$ cat src/hdl/nrtm_pkg.sv
`timescale 1ns / 1ps

package nrtm_pkg;

  // Operation codes carried on the operation field
  localparam logic [1:0] OP_ADD   = 2'd0;
  localparam logic [1:0] OP_DEL   = 2'd1;
  localparam logic [1:0] OP_MATCH = 2'd2;

  // Cells per group in the first level of the priority pick
  localparam int unsigned GRP_SIZE = 8;
  localparam int unsigned GRP_W    = 3;

  typedef struct packed {
    logic [31:0] subnet;
    logic [31:0] mask;
    logic [31:0] nat;
  } rule_t;

  typedef struct packed {
    logic take_prev;  // load the rule of the cell in front (add shift)
    logic take_next;  // load the rule of the cell behind (delete close-up)
    logic cmp_en;     // register the compare result
  } cell_ctrl_t;

endpackage

$ cat src/hdl/nrtm_cell.sv
`timescale 1ns / 1ps

module nrtm_cell import nrtm_pkg::*; (
  input  logic        clk_i,
  input  cell_ctrl_t  ctrl_i,
  input  logic        valid_i,
  input  rule_t       prev_i,
  input  rule_t       next_i,
  input  logic [31:0] src_i,
  input  logic [31:0] dst_i,
  output rule_t       rule_o,
  output logic        hit_o
);

  rule_t rule_q, rule_d;
  logic  hit_q, hit_d;

  always_comb begin
    priority if (ctrl_i.take_prev) begin
      rule_d = prev_i;
    end else if (ctrl_i.take_next) begin
      rule_d = next_i;
    end else begin
      rule_d = rule_q;
    end
  end

  // Source inside the subnet, destination outside it, and not already translated
  assign hit_d = valid_i
              && ((src_i & rule_q.mask) == (rule_q.subnet & rule_q.mask))
              && ((dst_i & rule_q.mask) != (rule_q.subnet & rule_q.mask))
              && (dst_i != rule_q.nat);

  always_ff @(posedge clk_i) begin
    rule_q <= rule_d;
    if (ctrl_i.cmp_en) begin
      hit_q <= hit_d;
    end
  end

  assign rule_o = rule_q;
  assign hit_o  = hit_q;

endmodule

$ cat src/hdl/nrtm_pick.sv
`timescale 1ns / 1ps

module nrtm_pick import nrtm_pkg::*; #(
  parameter int unsigned NUM = 16,
  parameter int unsigned IW  = 4
) (
  input  logic          clk_i,
  input  logic          grp_en_i,
  input  logic [NUM-1:0] hit_i,
  input  logic [31:0]   nat_i [NUM],
  output logic          hit_o,
  output logic [IW-1:0] idx_o,
  output logic [31:0]   nat_o
);

  localparam int unsigned NG = (NUM + GRP_SIZE - 1) / GRP_SIZE;
  localparam int unsigned NP = NG * GRP_SIZE;

  logic [NP-1:0]    hit_pad;
  logic [31:0]      nat_pad [NP];

  logic             grp_hit_d [NG];
  logic [GRP_W-1:0] grp_idx_d [NG];
  logic [31:0]      grp_nat_d [NG];
  logic             grp_hit_q [NG];
  logic [GRP_W-1:0] grp_idx_q [NG];
  logic [31:0]      grp_nat_q [NG];

  assign hit_pad = NP'(hit_i);

  for (genvar k = 0; k < NP; k++) begin : g_pad
    if (k < NUM) begin : g_real
      assign nat_pad[k] = nat_i[k];
    end else begin : g_fill
      assign nat_pad[k] = '0;
    end
  end

  // First level: lowest hit inside each group of cells
  always_comb begin
    for (int g = 0; g < NG; g++) begin
      grp_hit_d[g] = 1'b0;
      grp_idx_d[g] = '0;
      grp_nat_d[g] = '0;
      for (int j = GRP_SIZE - 1; j >= 0; j--) begin
        if (hit_pad[g * GRP_SIZE + j]) begin
          grp_hit_d[g] = 1'b1;
          grp_idx_d[g] = GRP_W'(j);
          grp_nat_d[g] = nat_pad[g * GRP_SIZE + j];
        end
      end
    end
  end

  always_ff @(posedge clk_i) begin
    if (grp_en_i) begin
      for (int g = 0; g < NG; g++) begin
        grp_hit_q[g] <= grp_hit_d[g];
        grp_idx_q[g] <= grp_idx_d[g];
        grp_nat_q[g] <= grp_nat_d[g];
      end
    end
  end

  // Second level: lowest group that holds a hit
  always_comb begin
    hit_o = 1'b0;
    idx_o = '0;
    nat_o = '0;
    for (int g = NG - 1; g >= 0; g--) begin
      if (grp_hit_q[g]) begin
        hit_o = 1'b1;
        idx_o = IW'(g * GRP_SIZE) | IW'(grp_idx_q[g]);
        nat_o = grp_nat_q[g];
      end
    end
  end

endmodule

$ cat src/hdl/nat_rule_table_match.sv
`timescale 1ns / 1ps
// Add, delete and unused codes: the accepted beat goes straight to the result state.
// Match steps: accept, parallel compare in every cell, per-group pick, final pick,
// result. One beat is in flight at a time: no new beat is accepted until the
// result state hands its beat to the output register, which waits on out_stall_i.
// Reset clears the rule count and the handshake state; rule storage is not cleared.

module nat_rule_table_match import nrtm_pkg::*; #(
  parameter int unsigned MAX_RULES = 16
) (
  input  logic        clk_i,
  input  logic        rst_ni,
  input  logic        in_valid_i,
  output logic        in_stall_o,
  input  logic [1:0]  operation_i,
  input  logic [31:0] src_addr_i,
  input  logic [31:0] src_mask_i,
  input  logic [31:0] dst_addr_i,
  input  logic [7:0]  entry_index_i,
  output logic        out_valid_o,
  input  logic        out_stall_i,
  output logic        done_ok_o,
  output logic [3:0]  hit_index_o,
  output logic [31:0] nat_addr_o,
  output logic [4:0]  rule_count_o
);

  localparam int unsigned CNT_W = $clog2(MAX_RULES + 1);
  localparam int unsigned NG    = (MAX_RULES + GRP_SIZE - 1) / GRP_SIZE;
  localparam int unsigned IW    = $clog2(NG * GRP_SIZE);

  // Sequencer codes
  localparam logic [2:0] ST_IDLE = 3'd0;
  localparam logic [2:0] ST_CMP  = 3'd1;
  localparam logic [2:0] ST_GRP  = 3'd2;
  localparam logic [2:0] ST_PICK = 3'd3;
  localparam logic [2:0] ST_RES  = 3'd4;

  logic [2:0]       state_q, state_d;
  logic [CNT_W-1:0] count_q, count_d;

  // Match key, held for the compare cycle
  logic [31:0] src_q, dst_q;

  // Pending result waiting for the output register
  logic          pend_ok_q, pend_ok_d;
  logic [IW-1:0] pend_idx_q, pend_idx_d;
  logic [31:0]   pend_nat_q, pend_nat_d;

  // Output register
  logic        out_valid_q, out_valid_d;
  logic        out_ok_q;
  logic [3:0]  out_idx_q;
  logic [31:0] out_nat_q;
  logic [4:0]  out_cnt_q;

  logic in_acc, out_free, res_load;
  logic add_ok, del_ok;

  cell_ctrl_t      ctrl [MAX_RULES];
  rule_t           rule [MAX_RULES];
  logic [MAX_RULES-1:0] hit_vec;
  logic [31:0]     nat_vec [MAX_RULES];
  rule_t           ins_rule;

  logic          pick_hit;
  logic [IW-1:0] pick_idx;
  logic [31:0]   pick_nat;

  assign in_stall_o = (state_q != ST_IDLE);
  assign in_acc     = in_valid_i && !in_stall_o;
  assign out_free   = !out_valid_q || !out_stall_i;
  assign res_load   = (state_q == ST_RES) && out_free;

  // Add needs a free cell; delete needs a held position
  assign add_ok = in_acc && (operation_i == OP_ADD) && (count_q < CNT_W'(MAX_RULES));
  assign del_ok = in_acc && (operation_i == OP_DEL) && (entry_index_i < 8'(count_q));

  assign ins_rule.subnet = src_addr_i;
  assign ins_rule.mask   = src_mask_i;
  assign ins_rule.nat    = dst_addr_i;

  // Chain of rule cells: position 0 is the newest rule. An add shifts every cell
  // back by one; a delete pulls every cell at or behind the position forward.
  for (genvar i = 0; i < MAX_RULES; i++) begin : g_cell
    rule_t prev_rule, next_rule;

    if (i == 0) begin : g_head
      assign prev_rule = ins_rule;
    end else begin : g_mid
      assign prev_rule = rule[i-1];
    end

    if (i == MAX_RULES - 1) begin : g_tail
      assign next_rule = rule[i];
    end else begin : g_body
      assign next_rule = rule[i+1];
    end

    assign ctrl[i].take_prev = add_ok;
    assign ctrl[i].take_next = del_ok && (8'(i) >= entry_index_i);
    assign ctrl[i].cmp_en    = (state_q == ST_CMP);

    nrtm_cell u_cell (
      .clk_i   (clk_i),
      .ctrl_i  (ctrl[i]),
      .valid_i (count_q > CNT_W'(i)),
      .prev_i  (prev_rule),
      .next_i  (next_rule),
      .src_i   (src_q),
      .dst_i   (dst_q),
      .rule_o  (rule[i]),
      .hit_o   (hit_vec[i])
    );

    assign nat_vec[i] = rule[i].nat;
  end

  // Two-level registered priority pick of the frontmost hit
  nrtm_pick #(
    .NUM (MAX_RULES),
    .IW  (IW)
  ) u_pick (
    .clk_i    (clk_i),
    .grp_en_i (state_q == ST_GRP),
    .hit_i    (hit_vec),
    .nat_i    (nat_vec),
    .hit_o    (pick_hit),
    .idx_o    (pick_idx),
    .nat_o    (pick_nat)
  );

  always_comb begin
    state_d    = state_q;
    count_d    = count_q;
    pend_ok_d  = pend_ok_q;
    pend_idx_d = pend_idx_q;
    pend_nat_d = pend_nat_q;
    unique case (state_q)
      ST_IDLE: begin
        if (in_acc) begin
          // Edits finish at accept; hit index and address read zero
          pend_ok_d  = add_ok || del_ok;
          pend_idx_d = '0;
          pend_nat_d = '0;
          if (add_ok) begin
            count_d = count_q + CNT_W'(1);
          end else if (del_ok) begin
            count_d = count_q - CNT_W'(1);
          end
          if (operation_i == OP_MATCH) begin
            state_d = ST_CMP;
          end else begin
            state_d = ST_RES;
          end
        end
      end
      ST_CMP: begin
        state_d = ST_GRP;
      end
      ST_GRP: begin
        state_d = ST_PICK;
      end
      ST_PICK: begin
        pend_ok_d  = pick_hit;
        pend_idx_d = pick_idx;
        pend_nat_d = pick_nat;
        state_d    = ST_RES;
      end
      ST_RES: begin
        // Hold until the output register can take the beat
        if (out_free) begin
          state_d = ST_IDLE;
        end
      end
      default: begin
        state_d = ST_IDLE;
      end
    endcase
  end

  always_comb begin
    out_valid_d = out_valid_q;
    if (res_load) begin
      out_valid_d = 1'b1;
    end else if (out_valid_q && !out_stall_i) begin
      out_valid_d = 1'b0;
    end
  end

  always_ff @(posedge clk_i or negedge rst_ni) begin
    if (!rst_ni) begin
      state_q     <= ST_IDLE;
      count_q     <= '0;
      out_valid_q <= 1'b0;
    end else begin
      state_q     <= state_d;
      count_q     <= count_d;
      out_valid_q <= out_valid_d;
    end
  end

  always_ff @(posedge clk_i) begin
    if (in_acc) begin
      src_q <= src_addr_i;
      dst_q <= dst_addr_i;
    end
    pend_ok_q  <= pend_ok_d;
    pend_idx_q <= pend_idx_d;
    pend_nat_q <= pend_nat_d;
    if (res_load) begin
      out_ok_q  <= pend_ok_q;
      out_idx_q <= 4'(pend_idx_q);
      out_nat_q <= pend_nat_q;
      out_cnt_q <= 5'(count_q);
    end
  end

  assign out_valid_o  = out_valid_q;
  assign done_ok_o    = out_ok_q;
  assign hit_index_o  = out_idx_q;
  assign nat_addr_o   = out_nat_q;
  assign rule_count_o = out_cnt_q;

endmodule
$ cat config.mk
export PLATFORM = sky130hd
export DESIGN_NAME = nat_rule_table_match
export DESIGN_NICKNAME = d
export VERILOG_FILES = /design/src/hdl/nrtm_pkg.sv /design/src/hdl/nrtm_cell.sv /design/src/hdl/nrtm_pick.sv /design/src/hdl/nat_rule_table_match.sv
export SDC_FILE = /design/constraint.sdc
export NUM_CORES = 2
export LEC_CHECK = 0
export BUFFER_PORTS_ARGS = -buffer_cell sky130_fd_sc_hd__buf_2
export CAP_MARGIN = 20
export CELL_PAD_IN_SITES_DETAIL_PLACEMENT = 1
export CELL_PAD_IN_SITES_GLOBAL_PLACEMENT = 1
export CORE_UTILIZATION = 54
export CTS_CLUSTER_DIAMETER = 200
export DETAILED_ROUTE_END_ITERATION = 8
export PLACE_DENSITY_LB_ADDON = 0.1
export RECOVER_POWER = 25
export SETUP_SLACK_MARGIN = 0.02
export SLEW_MARGIN = 20
export SYNTH_ARGS = -nofsm -noshare
export SYNTH_HDL_FRONTEND = slang
export SYNTH_HIERARCHICAL = 1
export SYNTH_SLANG_ARGS = --single-unit
$ cat constraint.sdc
create_clock -name clk_i -period 8.3 [get_ports clk_i]
set_input_delay 2.075 -clock clk_i [delete_from_list [all_inputs] [get_ports clk_i]]
set_output_delay 2.075 -clock clk_i [all_outputs]
set_load 0.005 [all_outputs]
==> metrics.md <==
| Metric | Value |
|---|---|
| Syn. warnings | 6 |
| Minimum clock period | 6.61 ns |
| Clock root buffer | clkbuf_16 |
| Die height | 425 um |
| Core Area | 177000 sq um |
| Post-synth ARST share | 0.507% |
| Resize count post-CTS | 0 |
| Distinct cells, synth | 68 |
| Die width | 425 um |
| Worst-Skew Late Latency | 0.85 ns |
| First-pass GRT wire length | 477000 um |
| Syn_nets | 6893 |
| H-tree levels | 4 |
| Clk buf depth | 3 |
| Sw power | 9350 uW |
| Mapped Cells | 6774 |
| Drt wl/cell | 35.2 um |
| TritonRoute pass-1 iters | 6 |
| Power Density | 262 nW/um^2 |
| Area Overhead vs Synth | 9.64% |
| # DRC | 0 |
| Sequential fraction of the synthesis area | 55.1% |
| Final Setup Violations | 0 |
| Syn avg cell area | 14.3 sq um |
| Main area contributors after synthesis | edfxtp_1 (55%), mux2_1 (15%), xor2_1 (13%) |
| Post-synthesis cell area | 96700 sq um |
| I/O Pins | 154 |
| Post-CTS setup buffer count | 0 |
| Synth top area share | 54.9% |
| Crit Path Max Fanout | 105 |
| GP Congestion | 0.971 |
| Largest net degree at the start of global routing | 165 |
| Initial antenna violation count | 6 |
| Internal | 18400 uW |
| GRT overflow | 0 |
| Fin worst setup slack | 1.69 ns |
| Setup TNS | 0 ns |
| Worst-Margin Slew | 3.96 ns |
| Vias per cell | 6.78 |
| CTS tree | built |
| Clk slew on worst S/H paths | 0.06 ns |
| Worst Path Class, Setup | input port to flip-flop |
| Number of inserted diodes | 0 |
| Clk pwr share | 29.9% |
| Reg power frac | 44.8% |
| Outcome | finished, violations left |
| Max-Cap Viols | 15 |
| Overall power | 27700 uW |
| Sw Ratio | 33.7% |
| Failing checks | max-capacitance violations, max-slew violations |
| Number of global-route vias before repair | 66602 |
| Yosys reg bits | 1776 |
| Die Footprint | 181000 sq um |
| Relative slew slack | -164% |
| Crit path DAT | 7.11 ns |
| Most used DFF post-synth | edfxtp_1 |
| Vias | 64273 |
| Drt total wl | 334000 um |
| Commonest non-fill, non-tap cell in the layout | edfxtp_1 |
| RSZ-0062 raised after global routing | no |
| Critical Path Source Type | input port |
| Gate power share | 25.2% |
| Final period utilization | 79.7% |
| CTS Buf Count | 194 |
| Iteration-0 DRC count of the detailed router | 6845 |
| Layout Cells excl Fill | 9479 |
| Worst Setup End Kind | flip-flop |
| Cells after DPL | 9126 |
| Synth area leader | edfxtp_1 |
| Post-Place Setup Slack | 1.88 ns |
| Final ANT Viol Nets | 0 |
| GRT Resource Usage Total | 36.3% |
| Post-Route Skew | 0.0278 ns |
| Post-synth EDFFs | 1767 |
| P_leak | 0.0358 uW |
| Initial cell density of the core | 54.6% |
| Hpwl dp | 238000 um |
| Final hold violation count | 0 |
| Net count reported at finish | 7103 |
| Hold buffers post-CTS | 0 |
| Layout cells sized above 1 | 10.2% |
| Max Slew Vio Count | 511 |
| Commonest non-fill, non-tap cells in the layout | edfxtp_1 (1767), xor2_1 (1440), mux2_1 (1312) |
| Worst path required time | 8.79 ns |
| Hold Crit Class | flip-flop to flip-flop |
| CTS sink cnt | 1776 |
| Fmax | 151 MHz |
| Peak VDD IR | 0.186 mV |
| IO Port Bufs | 153 |
| Std cell rows | 154 |
-- cell type report --
| type | instances | area, sq um |
|---|---|---|
| multi-input combinational | 4679 | 42000 |
| timing repair buffer | 292 | 1780 |
| tap | 2340 | 2930 |
| fill | 16677 | 71000 |
| inverter | 41 | 161 |
| clock buffer | 254 | 5250 |
| clock inverter | 97 | 633 |
| sequential | 1776 | 53300 |
-- stage by stage --
| step | cell area, sq um | util [%] | hold WS (ns) |
|---|---|---|---|
| floorplan | 96700 | - | 0.400 |
| global placement | 101000 | 56.8 | 0.401 |
| detailed placement | 101000 | 56.8 | 0.408 |
| CTS | 106000 | 60.1 | 0.420 |
| global route | 106000 | 59.9 | 0.429 |
| finish | 106000 | 59.9 | 0.418 |
-- cells in the mapped netlist (20+ instances only) --
cell type  count
nand4_1      129
a221o_1       64
nand2_1      171
edfxtp_1    1767
o31ai_1       21
a221oi_2      49
a21oi_1       79
buf_1        166
nor2_1        40
a31oi_1       21
clkbuf_1      66
nand2b_1      47
buf_2         37
a221oi_1     107
inv_1         38
o2111ai_1     61
nor4_1       164
mux2_2       224
or2_1         20
a22oi_1      306
o22ai_1       94
a22o_1       114
mux2_1      1312
and2_1        38
xor2_1      1440
-- power groups by stage --
stage,combinational [uW],sequential [uW],clock (uW)
CTS,6840,12400,8380
detailed placement,6770,12600,0
finish,7000,12400,8300
global placement,6500,12500,0
floorplan,3990,12600,0
global route,7260,12500,8680
-- cells by family after synthesis --
group | synth area share, %
buf+inv | 1.35
simple gates | 3.97
compound gates | 8.25
xor+xnor | 13.3
mux | 17.9
fa+ha+maj | 0.116
flops | 55.1
-- state kept, by name, summed over array words and instances (netlist names) --
name,count
g_cell.u_cell/rule_o,1536
u_pick/grp_nat_q,64
dst_q,32
nat_addr_o,32
pend_nat_q,32
src_q,32
g_cell.u_cell/hit_o,16
u_pick/grp_idx_q,6
count_q,5
rule_count_o,5
hit_index_o,4
pend_idx_q,4
state_q,3
u_pick/grp_hit_q,2
done_ok_o,1
out_valid_o,1
pend_ok_q,1
-- routing by layer --
metal / GRT usage [%] / wire, um / share of wire (%)
met1: 42.5 / 121000 / 36
met2: 63.3 / 169000 / 51
met3: 7.09 / 24400 / 7.3
met4: 18.3 / 18900 / 5.7
met5: 0 / 49 / 0.015
-- worst max-delay path, stage by stage --
cell	delay, ns
clkbuf_1	0.13
nor4b_1	0.28
buf_4	0.63
and2_0	0.46
nand2_1	0.27
inv_8	0.60
or2_1	1.92
buf_4	0.66
-- path summary, 6_finish.rpt --
| kind | start | endpoint | slack [ns] | depth (start not counted) |
|---|---|---|---|---|
| hold / removal | pend_nat_q[2]$_SDFFCE_PN0P_ | nat_addr_o[2]$_DFFE_PP_ | 0.42 | 0 |
| hold reg to reg | pend_nat_q[2]$_SDFFCE_PN0P_ | nat_addr_o[2]$_DFFE_PP_ | 0.42 | 0 |
| setup / recovery | in_valid_i | g_cell[14].u_cell/rule_o[79]$_DFFE_PP_ | 1.69 | 8 |
| min in group asynchronous | rst_ni | out_valid_o$_DFFE_PN0P_ | 1.19 | 1 |
| setup reg to reg | state_q[0]$_DFFE_PN0P_ | g_cell[14].u_cell/rule_o[79]$_DFFE_PP_ | 2.53 | 7 |
| max in group asynchronous | rst_ni | count_q[2]$_DFFE_PN0P_ | 6.74 | 1 |
No activity file was read; power rests on OpenSTA's default activity.
